[src/edb_pkg.sv]
// ----------------------------------------------------------------------------
// edb_pkg: shared types, constants and helpers of the error diffusion binarizer
// Sizes of the window, fixed-point formats, diffusion weights and register
// indexes used by the cells, the line store and the top level.
// ----------------------------------------------------------------------------
package edb_pkg;

  // Largest supported window
  localparam int MAX_WIDTH = 128;
  localparam int MAX_ROWS  = 64;

  localparam int COL_W = (MAX_WIDTH > 1) ? $clog2(MAX_WIDTH) : 1;
  localparam int ROW_W = (MAX_ROWS > 1) ? $clog2(MAX_ROWS) : 1;

  // Register field widths
  localparam int LW_W  = 8;
  localparam int FR_W  = 7;
  localparam int THR_W = 8;
  localparam int PIX_W = 8;

  localparam logic [LW_W-1:0]  LW_RESET  = 8'd128;
  localparam logic [FR_W-1:0]  FR_RESET  = 7'd64;
  localparam logic [THR_W-1:0] THR_RESET = 8'd128;

  // Errors: signed, 4 fraction bits, saturating 14-bit store
  localparam int ERR_W = 14;
  localparam int ADJ_W = 16;  // pixel*16 plus error, and the quantization error
  localparam int SUM_W = 20;  // room for error*7 and accumulation

  localparam logic signed [ERR_W-1:0] ERR_MAX = 14'sh1FFF;
  localparam logic signed [ERR_W-1:0] ERR_MIN = 14'sh2000;

  localparam logic signed [ADJ_W-1:0] WHITE_LEVEL = 16'sd4080;  // 255 * 16

  // Floyd-Steinberg weights, in sixteenths
  localparam logic [2:0] W_RIGHT       = 3'd7;
  localparam logic [2:0] W_BELOW_LEFT  = 3'd3;
  localparam logic [2:0] W_BELOW       = 3'd5;
  localparam logic [2:0] W_BELOW_RIGHT = 3'd1;

  typedef enum logic [1:0] {
    CFG_LINE_WIDTH = 2'd0,
    CFG_FRAME_ROWS = 2'd1,
    CFG_THRESHOLD  = 2'd2
  } cfg_idx_e;

  // One write into the line store
  typedef struct packed {
    logic                    en;
    logic [COL_W-1:0]        addr;
    logic signed [ERR_W-1:0] data;
  } wr_req_t;

  function automatic logic signed [ERR_W-1:0] sat_err(input logic signed [SUM_W-1:0] v);
    logic signed [ERR_W-1:0] r;
    if (v > SUM_W'(ERR_MAX)) begin
      r = ERR_MAX;
    end else if (v < SUM_W'(ERR_MIN)) begin
      r = ERR_MIN;
    end else begin
      r = v[ERR_W-1:0];
    end
    return r;
  endfunction

endpackage

[src/edb_cell.sv]
// ----------------------------------------------------------------------------
// edb_cell: one diffusion tap
// Scales the quantization error by its weight in sixteenths (floor), adds it
// to the error handed on by the neighbor tap and saturates to the store width.
// ----------------------------------------------------------------------------
module edb_cell (
  input  logic signed [edb_pkg::ERR_W-1:0] acc_i,
  input  logic signed [edb_pkg::ADJ_W-1:0] err_i,
  input  logic        [2:0]                weight_i,
  output logic signed [edb_pkg::ERR_W-1:0] acc_o
);

  logic signed [edb_pkg::SUM_W-1:0] prod;
  logic signed [edb_pkg::SUM_W-1:0] share;
  logic signed [edb_pkg::SUM_W-1:0] sum;

  always_comb begin
    prod  = edb_pkg::SUM_W'(err_i) * edb_pkg::SUM_W'($signed({1'b0, weight_i}));
    share = prod >>> 4;  // floor toward minus infinity
    sum   = edb_pkg::SUM_W'(acc_i) + share;
    acc_o = edb_pkg::sat_err(sum);
  end

endmodule

[src/edb_line_store.sv]
// ----------------------------------------------------------------------------
// edb_line_store: next-row error line
// One entry per column, one write and one registered read per cycle. Valid
// bits clear every entry together at frame end; an invalid entry reads as zero.
// ----------------------------------------------------------------------------
module edb_line_store (
  input  logic                             clk_i,
  input  logic                             rst_ni,
  input  logic                             clear_i,
  input  edb_pkg::wr_req_t                 wr_i,
  input  logic                             rd_en_i,
  input  logic        [edb_pkg::COL_W-1:0] rd_addr_i,
  output logic signed [edb_pkg::ERR_W-1:0] rd_data_o
);

  logic signed [edb_pkg::ERR_W-1:0] mem_q [edb_pkg::MAX_WIDTH];
  logic signed [edb_pkg::ERR_W-1:0] rd_q;
  logic [edb_pkg::MAX_WIDTH-1:0]    vld_q;
  logic                             rd_vld_q;

  always_ff @(posedge clk_i) begin
    if (wr_i.en) begin
      mem_q[wr_i.addr] <= wr_i.data;
    end
    if (rd_en_i) begin
      rd_q <= mem_q[rd_addr_i];
    end
  end

  always_ff @(posedge clk_i or negedge rst_ni) begin
    if (!rst_ni) begin
      vld_q    <= '0;
      rd_vld_q <= 1'b0;
    end else begin
      if (rd_en_i) begin
        rd_vld_q <= vld_q[rd_addr_i];
      end
      if (clear_i) begin
        vld_q <= '0;
      end else if (wr_i.en) begin
        vld_q[wr_i.addr] <= 1'b1;
      end
    end
  end

  assign rd_data_o = rd_vld_q ? rd_q : '0;

endmodule

[src/error_diffusion_binarizer.sv]
// ----------------------------------------------------------------------------
// error_diffusion_binarizer: Floyd-Steinberg 1-bit dithering of a grey window
// Takes 8-bit pixels in raster order, returns one black/white bit per pixel
// with its column, row and a frame-end flag.
//
//   channel  | signals                                    | dir
//   ---------+--------------------------------------------+-----
//   pixel in | in_valid_i, in_ready_o, pixel_i            | in
//   result   | out_valid_o, out_ready_i, black_o,         | out
//            | column_o, row_o, frame_end_o               |
//   config   | cfg_valid_i, cfg_ready_o, cfg_index_i,     | in
//            | cfg_data_i                                 |
//
// One item per cycle while results are taken; an item passes the compute
// stage and then the output register. The rate is set by the right-neighbor
// error loop, which closes through the compute stage and the right-carry register.
// Reset loads the register defaults and clears all error; no clearing pass.
// A stalled result holds in the output register; the compute stage still
// takes one more item, and input ready drops only while both are full.
// Config writes are always taken and act at once.
// ----------------------------------------------------------------------------
module error_diffusion_binarizer (
  input  logic                              clk_i,
  input  logic                              rst_ni,
  // pixel items
  input  logic                              in_valid_i,
  output logic                              in_ready_o,
  input  logic        [edb_pkg::PIX_W-1:0]  pixel_i,
  // result items
  output logic                              out_valid_o,
  input  logic                              out_ready_i,
  output logic                              black_o,
  output logic        [edb_pkg::COL_W-1:0]  column_o,
  output logic        [edb_pkg::ROW_W-1:0]  row_o,
  output logic                              frame_end_o,
  // register writes
  input  logic                              cfg_valid_i,
  output logic                              cfg_ready_o,
  input  logic        [1:0]                 cfg_index_i,
  input  logic        [edb_pkg::LW_W-1:0]   cfg_data_i
);

  // widths wide enough for both the register field and the window size
  localparam int LWX_W = (edb_pkg::LW_W > edb_pkg::COL_W + 1) ?
                         edb_pkg::LW_W : edb_pkg::COL_W + 1;
  localparam int FRX_W = (edb_pkg::FR_W > edb_pkg::ROW_W + 1) ?
                         edb_pkg::FR_W : edb_pkg::ROW_W + 1;

  // ---- configuration registers
  logic [edb_pkg::LW_W-1:0]  lw_q;
  logic [edb_pkg::FR_W-1:0]  fr_q;
  logic [edb_pkg::THR_W-1:0] thr_q;

  // ---- position counters (next pixel)
  logic [edb_pkg::COL_W-1:0] col_q, col_d;
  logic [edb_pkg::ROW_W-1:0] row_q, row_d;

  // ---- compute stage
  logic                             s1_vld_q, s1_vld_d;
  logic [edb_pkg::PIX_W-1:0]        s1_pix_q;
  logic [edb_pkg::COL_W-1:0]        s1_col_q;
  logic [edb_pkg::ROW_W-1:0]        s1_row_q;
  logic                             s1_lc_q;
  logic                             s1_lr_q;
  logic                             fwd_hit_q, fwd_hit_d;
  logic signed [edb_pkg::ERR_W-1:0] fwd_val_q, fwd_val_d;

  // ---- diffusion state: carry to the right, two next-row partial sums
  logic signed [edb_pkg::ERR_W-1:0] rc_q, rc_d;
  logic signed [edb_pkg::ERR_W-1:0] p0_q, p0_d;
  logic signed [edb_pkg::ERR_W-1:0] p1_q, p1_d;

  // last-column entry of the line, written on the next (column 0) item
  logic signed [edb_pkg::ERR_W-1:0] tail_q, tail_d;
  logic [edb_pkg::COL_W-1:0]        tail_addr_q, tail_addr_d;
  logic                             tail_pend_q, tail_pend_d;

  // ---- output register
  logic                      out_vld_q, out_vld_d;
  logic                      out_black_q;
  logic [edb_pkg::COL_W-1:0] out_col_q;
  logic [edb_pkg::ROW_W-1:0] out_row_q;
  logic                      out_fe_q;

  // ---- combinational
  logic                             accept;
  logic                             adv;
  logic                             frame_clear;
  logic [LWX_W-1:0]                 lw_x;
  logic [FRX_W-1:0]                 fr_x;
  logic [edb_pkg::COL_W-1:0]        w_m1;
  logic [edb_pkg::ROW_W-1:0]        h_m1;
  logic [edb_pkg::COL_W-1:0]        c_now;
  logic                             lc_now;
  logic                             lr_now;
  logic signed [edb_pkg::ERR_W-1:0] st_rd_data;
  logic signed [edb_pkg::ERR_W-1:0] head;
  logic signed [edb_pkg::ERR_W-1:0] cur;
  logic signed [edb_pkg::ADJ_W-1:0] adj;
  logic signed [edb_pkg::ADJ_W-1:0] thr16;
  logic signed [edb_pkg::ADJ_W-1:0] qerr;
  logic                             black;
  logic signed [edb_pkg::ERR_W-1:0] rc_new;
  logic signed [edb_pkg::ERR_W-1:0] p1_new;
  logic signed [edb_pkg::ERR_W-1:0] p0_new;
  logic signed [edb_pkg::ERR_W-1:0] bl_val;
  edb_pkg::wr_req_t                 wr;

  // ---- handshakes
  assign cfg_ready_o = 1'b1;
  assign adv         = s1_vld_q && (!out_vld_q || out_ready_i);
  assign in_ready_o  = !s1_vld_q || adv;
  assign accept      = in_valid_i && in_ready_o;
  assign frame_clear = adv && s1_lc_q && s1_lr_q;

  // ---- window size with out-of-range register values folded in
  always_comb begin
    lw_x = LWX_W'(lw_q);
    fr_x = FRX_W'(fr_q);
    if (lw_x == '0) begin
      w_m1 = '0;
    end else if (lw_x > LWX_W'(edb_pkg::MAX_WIDTH)) begin
      w_m1 = edb_pkg::COL_W'(edb_pkg::MAX_WIDTH - 1);
    end else begin
      w_m1 = edb_pkg::COL_W'(lw_x - 1'b1);
    end
    if (fr_x == '0) begin
      h_m1 = '0;
    end else if (fr_x > FRX_W'(edb_pkg::MAX_ROWS)) begin
      h_m1 = edb_pkg::ROW_W'(edb_pkg::MAX_ROWS - 1);
    end else begin
      h_m1 = edb_pkg::ROW_W'(fr_x - 1'b1);
    end
  end

  // position of the item being taken; a counter left past the edge by a
  // width write is treated as the last column
  always_comb begin
    c_now  = (col_q > w_m1) ? w_m1 : col_q;
    lc_now = (c_now == w_m1);
    lr_now = (row_q >= h_m1);
    col_d  = col_q;
    row_d  = row_q;
    if (accept) begin
      if (lc_now) begin
        col_d = '0;
        row_d = lr_now ? '0 : edb_pkg::ROW_W'(row_q + 1'b1);
      end else begin
        col_d = edb_pkg::COL_W'(c_now + 1'b1);
      end
    end
  end

  // ---- quantize
  always_comb begin
    head  = fwd_hit_q ? fwd_val_q : st_rd_data;
    cur   = edb_pkg::sat_err(edb_pkg::SUM_W'(head) + edb_pkg::SUM_W'(rc_q));
    adj   = edb_pkg::ADJ_W'(cur) + $signed({4'b0000, s1_pix_q, 4'b0000});
    thr16 = $signed({4'b0000, thr_q, 4'b0000});
    black = (adj < thr16);
    qerr  = black ? adj : adj - edb_pkg::WHITE_LEVEL;
  end

  // ---- diffusion taps: right -> carry; below-right -> below -> below-left -> line store
  edb_cell u_cell_right (
    .acc_i    ('0),
    .err_i    (qerr),
    .weight_i (edb_pkg::W_RIGHT),
    .acc_o    (rc_new)
  );

  edb_cell u_cell_below_right (
    .acc_i    ('0),
    .err_i    (qerr),
    .weight_i (edb_pkg::W_BELOW_RIGHT),
    .acc_o    (p1_new)
  );

  edb_cell u_cell_below (
    .acc_i    (p1_q),
    .err_i    (qerr),
    .weight_i (edb_pkg::W_BELOW),
    .acc_o    (p0_new)
  );

  edb_cell u_cell_below_left (
    .acc_i    (p0_q),
    .err_i    (qerr),
    .weight_i (edb_pkg::W_BELOW_LEFT),
    .acc_o    (bl_val)
  );

  // ---- line store write: column c-1 completes, or on column 0 the
  // deferred last-column entry of the previous row goes in
  always_comb begin
    wr.en   = adv && ((s1_col_q != '0) || tail_pend_q);
    wr.addr = (s1_col_q != '0) ? edb_pkg::COL_W'(s1_col_q - 1'b1) : tail_addr_q;
    wr.data = (s1_col_q != '0) ? bl_val : tail_q;
  end

  edb_line_store u_line_store (
    .clk_i     (clk_i),
    .rst_ni    (rst_ni),
    .clear_i   (frame_clear),
    .wr_i      (wr),
    .rd_en_i   (accept),
    .rd_addr_i (c_now),
    .rd_data_o (st_rd_data)
  );

  // ---- bypass for the entry the new item reads, when it is written or cleared in
  // the same cycle or still parked in the tail register
  always_comb begin
    fwd_hit_d = 1'b1;
    fwd_val_d = '0;
    if (frame_clear) begin
      fwd_val_d = '0;
    end else if (adv && s1_lc_q && (s1_col_q == c_now)) begin
      fwd_val_d = p0_new;
    end else if (wr.en && (wr.addr == c_now)) begin
      fwd_val_d = wr.data;
    end else if (tail_pend_q && (tail_addr_q == c_now)) begin
      fwd_val_d = tail_q;
    end else begin
      fwd_hit_d = 1'b0;
    end
  end

  // ---- diffusion state update
  always_comb begin
    rc_d        = rc_q;
    p0_d        = p0_q;
    p1_d        = p1_q;
    tail_d      = tail_q;
    tail_addr_d = tail_addr_q;
    tail_pend_d = tail_pend_q;
    if (adv) begin
      if (s1_col_q == '0) begin
        tail_pend_d = 1'b0;
      end
      if (frame_clear) begin
        rc_d        = '0;
        p0_d        = '0;
        p1_d        = '0;
        tail_pend_d = 1'b0;
      end else if (s1_lc_q) begin
        rc_d        = '0;
        p0_d        = '0;
        p1_d        = '0;
        tail_d      = p0_new;
        tail_addr_d = s1_col_q;
        tail_pend_d = 1'b1;
      end else begin
        rc_d = rc_new;
        p0_d = p0_new;
        p1_d = p1_new;
      end
    end
  end

  // ---- stage valids
  always_comb begin
    s1_vld_d = accept ? 1'b1 : (adv ? 1'b0 : s1_vld_q);
    out_vld_d = adv ? 1'b1 : (out_ready_i ? 1'b0 : out_vld_q);
  end

  // ---- control registers
  always_ff @(posedge clk_i or negedge rst_ni) begin
    if (!rst_ni) begin
      lw_q        <= edb_pkg::LW_RESET;
      fr_q        <= edb_pkg::FR_RESET;
      thr_q       <= edb_pkg::THR_RESET;
      col_q       <= '0;
      row_q       <= '0;
      s1_vld_q    <= 1'b0;
      out_vld_q   <= 1'b0;
      fwd_hit_q   <= 1'b0;
      rc_q        <= '0;
      p0_q        <= '0;
      p1_q        <= '0;
      tail_pend_q <= 1'b0;
    end else begin
      if (cfg_valid_i && cfg_ready_o) begin
        unique case (edb_pkg::cfg_idx_e'(cfg_index_i))
          edb_pkg::CFG_LINE_WIDTH: lw_q  <= cfg_data_i;
          edb_pkg::CFG_FRAME_ROWS: fr_q  <= cfg_data_i[edb_pkg::FR_W-1:0];
          edb_pkg::CFG_THRESHOLD:  thr_q <= cfg_data_i;
          default: ;  // unused index
        endcase
      end
      col_q       <= col_d;
      row_q       <= row_d;
      s1_vld_q    <= s1_vld_d;
      out_vld_q   <= out_vld_d;
      if (accept) begin
        fwd_hit_q <= fwd_hit_d;
      end
      rc_q        <= rc_d;
      p0_q        <= p0_d;
      p1_q        <= p1_d;
      tail_pend_q <= tail_pend_d;
    end
  end

  // ---- payload registers
  always_ff @(posedge clk_i) begin
    if (accept) begin
      s1_pix_q  <= pixel_i;
      s1_col_q  <= c_now;
      s1_row_q  <= row_q;
      s1_lc_q   <= lc_now;
      s1_lr_q   <= lr_now;
      fwd_val_q <= fwd_val_d;
    end
    tail_q      <= tail_d;
    tail_addr_q <= tail_addr_d;
    if (adv) begin
      out_black_q <= black;
      out_col_q   <= s1_col_q;
      out_row_q   <= s1_row_q;
      out_fe_q    <= s1_lc_q && s1_lr_q;
    end
  end

  assign out_valid_o = out_vld_q;
  assign black_o     = out_black_q;
  assign column_o    = out_col_q;
  assign row_o       = out_row_q;
  assign frame_end_o = out_fe_q;

endmodule

[config.mk]
export PLATFORM = sky130hd
export DESIGN_NAME = error_diffusion_binarizer
export DESIGN_NICKNAME = d
export VERILOG_FILES = /design/src/edb_pkg.sv /design/src/edb_cell.sv /design/src/edb_line_store.sv /design/src/error_diffusion_binarizer.sv
export SDC_FILE = /design/constraint.sdc
export NUM_CORES = 2
export LEC_CHECK = 0
export BUFFER_PORTS_ARGS = -buffer_cell sky130_fd_sc_hd__buf_2
export CORE_MARGIN = 2
export CORE_UTILIZATION = 60
export DETAILED_ROUTE_END_ITERATION = 8
export MAX_ROUTING_LAYER = met4
export PLACE_DENSITY = 0.76
export SYNTH_ARGS = -nofsm -noshare
export SYNTH_HDL_FRONTEND = slang
export SYNTH_HIERARCHICAL = 1
export SYNTH_SLANG_ARGS = --single-unit
[constraint.sdc]
create_clock -name clk_i -period 27.6 [get_ports clk_i]
set_input_delay 2.76 -clock clk_i [delete_from_list [all_inputs] [get_ports clk_i]]
set_output_delay 2.76 -clock clk_i [all_outputs]
set_load 0.005 [all_outputs]
# Word-level counts from Yosys, hierarchy flattened

Memories as Yosys holds them, arrays and structs flattened. A register that Yosys moved wholly into a read port is not among the register bits.
Index checks and enable logic that the tools add are counted.

Divide/modulo/power cells: 0
$mul: 3
Bitwise gates (word level): 2
Shift-type cells: 0
Add/subtract/negate cells: 10
Order comparisons: 18
Equality and inequality tests: 6
Muxes and demuxes: 50
Reduce and logical (&&, ||, !) cells: 30

Operators by type and width:

| operator                                                                          | count |
|---|---|
| 14-bit two-way mux                                                                | 22 |
| 128-bit two-way mux                                                               | 2 |
| 128-bit bitwise OR                                                                | 1 |
| 20-bit by 14-bit greater-than comparator with 1-bit output, second input constant | 2 |
| 20-bit by 14-bit less-than comparator with 1-bit output, second input constant    | 2 |
| 16-bit by 4-bit multiplier with 20-bit output, second input constant              | 2 |
| 7-bit two-way mux                                                                 | 5 |
| 7-bit equality test                                                               | 4 |
| 16-bit by 3-bit multiplier with 19-bit output, second input constant              | 1 |
| 6-bit two-way mux                                                                 | 3 |
| 14-bit by 16-bit adder with 17-bit output                                         | 1 |
| 14-bit by 15-bit adder with 16-bit output                                         | 1 |
| 16-bit by 14-bit greater-than comparator with 1-bit output, second input constant | 1 |
| 16-bit by 14-bit less-than comparator with 1-bit output, second input constant    | 1 |
| 7-bit by 8-bit less-than comparator with 1-bit output, second input constant      | 2 |
| 16-bit two-way mux                                                                | 1 |
| 15-bit by 13-bit subtractor with 16-bit output, second input constant             | 1 |
| 14-bit by 13-bit adder with 15-bit output                                         | 1 |
| 14-bit by 14-bit adder with 15-bit output                                         | 1 |
| 15-bit by 14-bit greater-than comparator with 1-bit output, second input constant | 1 |
| 15-bit by 13-bit less-than comparator with 1-bit output                           | 1 |
| 15-bit by 14-bit less-than comparator with 1-bit output, second input constant    | 1 |
| 1-bit two-way mux                                                                 | 15 |
| 12-bit by 14-bit greater-than comparator with 1-bit output, second input constant | 1 |
| other kinds (26)                                                                  | 46 |

Bits in latches: 0
RAM bits: 1792
Logic and storage cells: 146
Memory bits (read-only): 0
Bits of input ports: 23
Memories: 1
Register bits: 284

Memory list:

| memory             | depth | bits a word | rd ports | clocked after Yosys merged registers in | wr ports | line                 | source |
|---|---|---|---|---|---|---|---|
| u_line_store.mem_q | 128   | 14          | 1        | 1                                       | 1        | edb_line_store.sv:16 | `logic signed [edb_pkg::ERR_W-1:0] mem_q [edb_pkg::MAX_WIDTH];` |

# Depth between registers and ports, before layout

Word-level depth: 17
Gate-level depth with buffers: 53
Depth with buffers taken out: 50

# Modules after synthesis

The synthesis kept the hierarchy.

By module, submodules not included:

| module                       | instances | area an instance (µm²) | cells each | sequential area each (µm²) |
|---|---|---|---|---|
| edb_line_store               | 1         | 74092.3                | 3549       | 57460.1 |
| error_diffusion_binarizer    | 1         | 9589.2                 | 942        | 4247.8 |
| edb_cell (u_cell_below ...)  | 3         | 2696.3                 | 373        | 0.0 |
| edb_cell (u_cell_below_left) | 1         | 2707.6                 | 364        | 0.0 |

# Least setup slack after synthesis

Ideal clock, no wire load.

Kind: reg2reg
Start point: reg fwd_hit_q
End point: reg fwd_val_q[4] (netlist name), data pin
Setup slack: 15.612 ns
Clock period less this slack: 11.988 ns
Cell stages (with the launch flop): 50
Required time: 27.459 ns
Library setup time: 0.141 ns
Arrival: 11.847 ns
Buffers on the path: 4
Cell sequence: dfrtp_1 > clkbuf_1 > clkbuf_1 > mux2_2 > ha_1 > and4_1 > nand2_1 > or4_1 > a211o_1 > clkbuf_1 > nor2_1 > clkbuf_1 > a21oi_1 > ha_1 > a21oi_1 > o21ai_0 > a21oi_1 > xnor2_1 > (+14 left out) > nand2_1 > or3_1 > a21oi_1 > o2111ai_1 > a31o_2 > o21bai_1 > xor2_1 > ha_1 > o21ai_0 > a21oi_1 > or3_1 > o221a_4 > nor3_4 > o311ai_0 > a22oi_1 > mux2_2 > a21oi_1 > a21oi_2

RTL lines:

| what                   | line                             | source |
|---|---|---|
| from (decl)            | error_diffusion_binarizer.sv:65  | `logic fwd_hit_q, fwd_hit_d;` |
| from (signal assigned) | error_diffusion_binarizer.sv:296 | `fwd_hit_q <= fwd_hit_d;` |
| to (signal assigned)   | error_diffusion_binarizer.sv:313 | `fwd_val_q <= fwd_val_d;` |
| to (decl)              | error_diffusion_binarizer.sv:66  | `logic signed [edb_pkg::ERR_W-1:0] fwd_val_q, fwd_val_d;` |

==> metrics.yaml <==
outcome: "finished, final reports clean"
ios: 41
r2r_start: "fwd_hit_q"
r2r_slack_ns: 13.80
fin_nets: 6579
synth-edff-count: 1879
postLayoutCoreUtil: 0.669
die_area_um2: 161000
drive_gt1_frac: 0.184
hold_violations: 0
min_period_ns: 13.80
rsz0062_at_grt: "false"
dr.pass1.iters: 8
fillers: 10180
synth_xor_area_frac: 0.0153
antenna_found_initial: 10
critical-path-slowest-cell: "xnor2_1"
synth_cells: 5974
cts_hold_buf: 0
synth_top_cell_by_area: "edfxtp_1"
grt_pass1_wl_um: 363000
yosysWarnings: 6
min_period_over_period: 0.500
critPathKind: "flop to flop"
max-cap-violations: 0
hpwl_um: 146000
clock.fmax_mhz: 72.5
postCtsSetupBuffers: 0
finClkSkew_ns: 0.0833
cp.arrival_ns: 14.47
ys_seq_area_frac: 0.653
rr_worst_depth: 48
ant_nets: 0
setup_slack_ns: 13.80
cts_resized: 0
grt_pass1_vias: 55131
drt_wl_total_um: 246000
synthSimpleGateAreaFrac: 0.0693
clockBufferDepth: 3
area_delta_synth_final_pct: 10.5
cts_tree: "yes"
fin_tns_setup_ns: 0
place_ws_ns: 13.98
critPathLaunchType: "flop"
worstPathRequired_ns: 28.27
syn_avg_cell_area_um2: 15.8
wl_per_cell_um: 29.1
synth_compound_area_frac: 0.0650
path_clk_slew_ns: 0.07
synth_cell_types: 107
dr.first_iter.drc_count: 7186
ctsHtreeMaxLevel: 4
synth_commonest_cells: "edfxtp_1, nor2_1, mux4_2"
gr-usage-all-layers: 0.317
critPathMaxFanout: 81
port_buffers: 39
via_count: 55766
synth_top_family_by_area: "multiplexers"
core-area_um2: 156000
hold_class: "flop to flop"
synth_top_area_share: 0.597
worstSkewPairLatency_ns: 0.87
yosys-top-cells-area: "edfxtp_1, mux4_2, dfrtp_1, ha_1, nor2_1"
worstSetupStartpoint: "fwd_hit_q"
overflow: 0
worstReg2RegEnd: "fwd_val_q[9]"
fp-row-count: 145
whs_endpoint: "row_o[3]"
max_stage_delay_ns: 0.93
synthMuxAreaShare: 0.121
endpoint_kind: "flop"
tightest_slew_ns: 1.44
cts_buffers: 198
synth_most_common_cell: "edfxtp_1"
worstHoldStart: "s1_row_q[3]"
cts.sinks: 2090
fin_hold_ws_ns: 0.423
synthFlopType: "edfxtp_1"
synthAdderAreaFrac: 0.0490
slew_violations: 0
netlist_area_um2: 94500
cts-root-buf: "clkbuf_16"
setup_viol: 0
die_h_um: 401
async_flop_share: 0.101
slew_headroom: 0.0329
place.gp.congestion: 0.939
vias_per_cell: 6.59
crit_top_cell: "ha_1"
holdPathStages: 0
synth_seq_cells: 2090
grt_max_degree: 142
remaining_drc_errors: 0
die_w_um: 401
initial_core_util: 0.605
metrics by stage:
step / cell area [µm²] / instances
after floorplan: 94900 / 6093
after global placement: 97900 / 8085
after detailed placement: 97900 / 8085
after CTS: 104000 / 8459
after global routing: 104000 / 8464
final: 104000 / 8465
kinds of logic after synthesis:
group	count (synthesis)
simple gates	1354
mux	548
flops	2090
other cells	2
compound gates	900
xor+xnor	164
fa+ha+maj	331
buf+inv	585
layout by cell type, fill, tap and decap left out, drive strengths merged, types with 202 or more instances in the layout:
cell type  count
dfrtp        208
o21ai        214
buf          202
ha           263
a22oi        233
inv          321
edfxtp      1879
clkbuf       268
nor2         497
nand2        269
mux4         469
layer usage:
| layer | GRT usage | up-vias | routed length, µm |
|---|---|---|---|
| li1 | - | 23470 | - |
| met3 | 0.0720 | 593 | 27500 |
| met2 | 0.481 | 3378 | 116000 |
| met1 | 0.420 | 28325 | 91600 |
| met5 | - | - | 0 |
| met4 | 0.127 | 0 | 11000 |
registers in the layout, summed over array words and instances (netlist names), 6 cells and up:
name	flops
row_o	6
lw_q	8
p1_q	14
col_q	7
row_q	6
thr_q	8
rc_q	14
s1_row_q	6
column_o	7
u_line_store/mem_q	1792
s1_pix_q	8
p0_q	14
fr_q	7
u_line_store/rd_q	14
s1_col_q	7
tail_q	14
tail_addr_q	7
u_line_store/vld_q	128
fwd_val_q	14
worst max path at each step:
| stage | cells past startpoint | to |
|---|---|---|
| global placement | 47 | fwd_val_q[9] |
| global route | 49 | fwd_val_q[9] |
| CTS | 48 | fwd_val_q[9] |
| floorplan | 49 | fwd_val_q[4] |
| detailed placement | 48 | fwd_val_q[9] |
| finish | 48 | fwd_val_q[9] |
area by class of cell:
cell class	count	area [µm²]	share of cell area
diodes	6	15.0	0.000144
clock buffers	268	5370	0.0514
clock inverters	106	1140	0.0109
inverters	317	1210	0.0116
multi-input cells	3418	30900	0.296
flip-flops and latches	2090	61700	0.591
well taps	2058	2570	0.0247
repair buffers	202	1500	0.0144
worst max-delay path: cells and delay by family, from the launching register on:
| family | cells | cell delay (ns) |
|---|---|---|
| buf+inv | 5 | 1.16 |
| simple gates | 9 | 2.22 |
| mux | 2 | 0.94 |
| xor+xnor | 4 | 1.56 |
| compound gates | 20 | 4.48 |
| flops | 1 | 0.71 |
| fa+ha+maj | 8 | 2.37 |
Power is not shown: default switching activity piles up to over one toggle a cycle in this logic, so the estimate is an artifact.
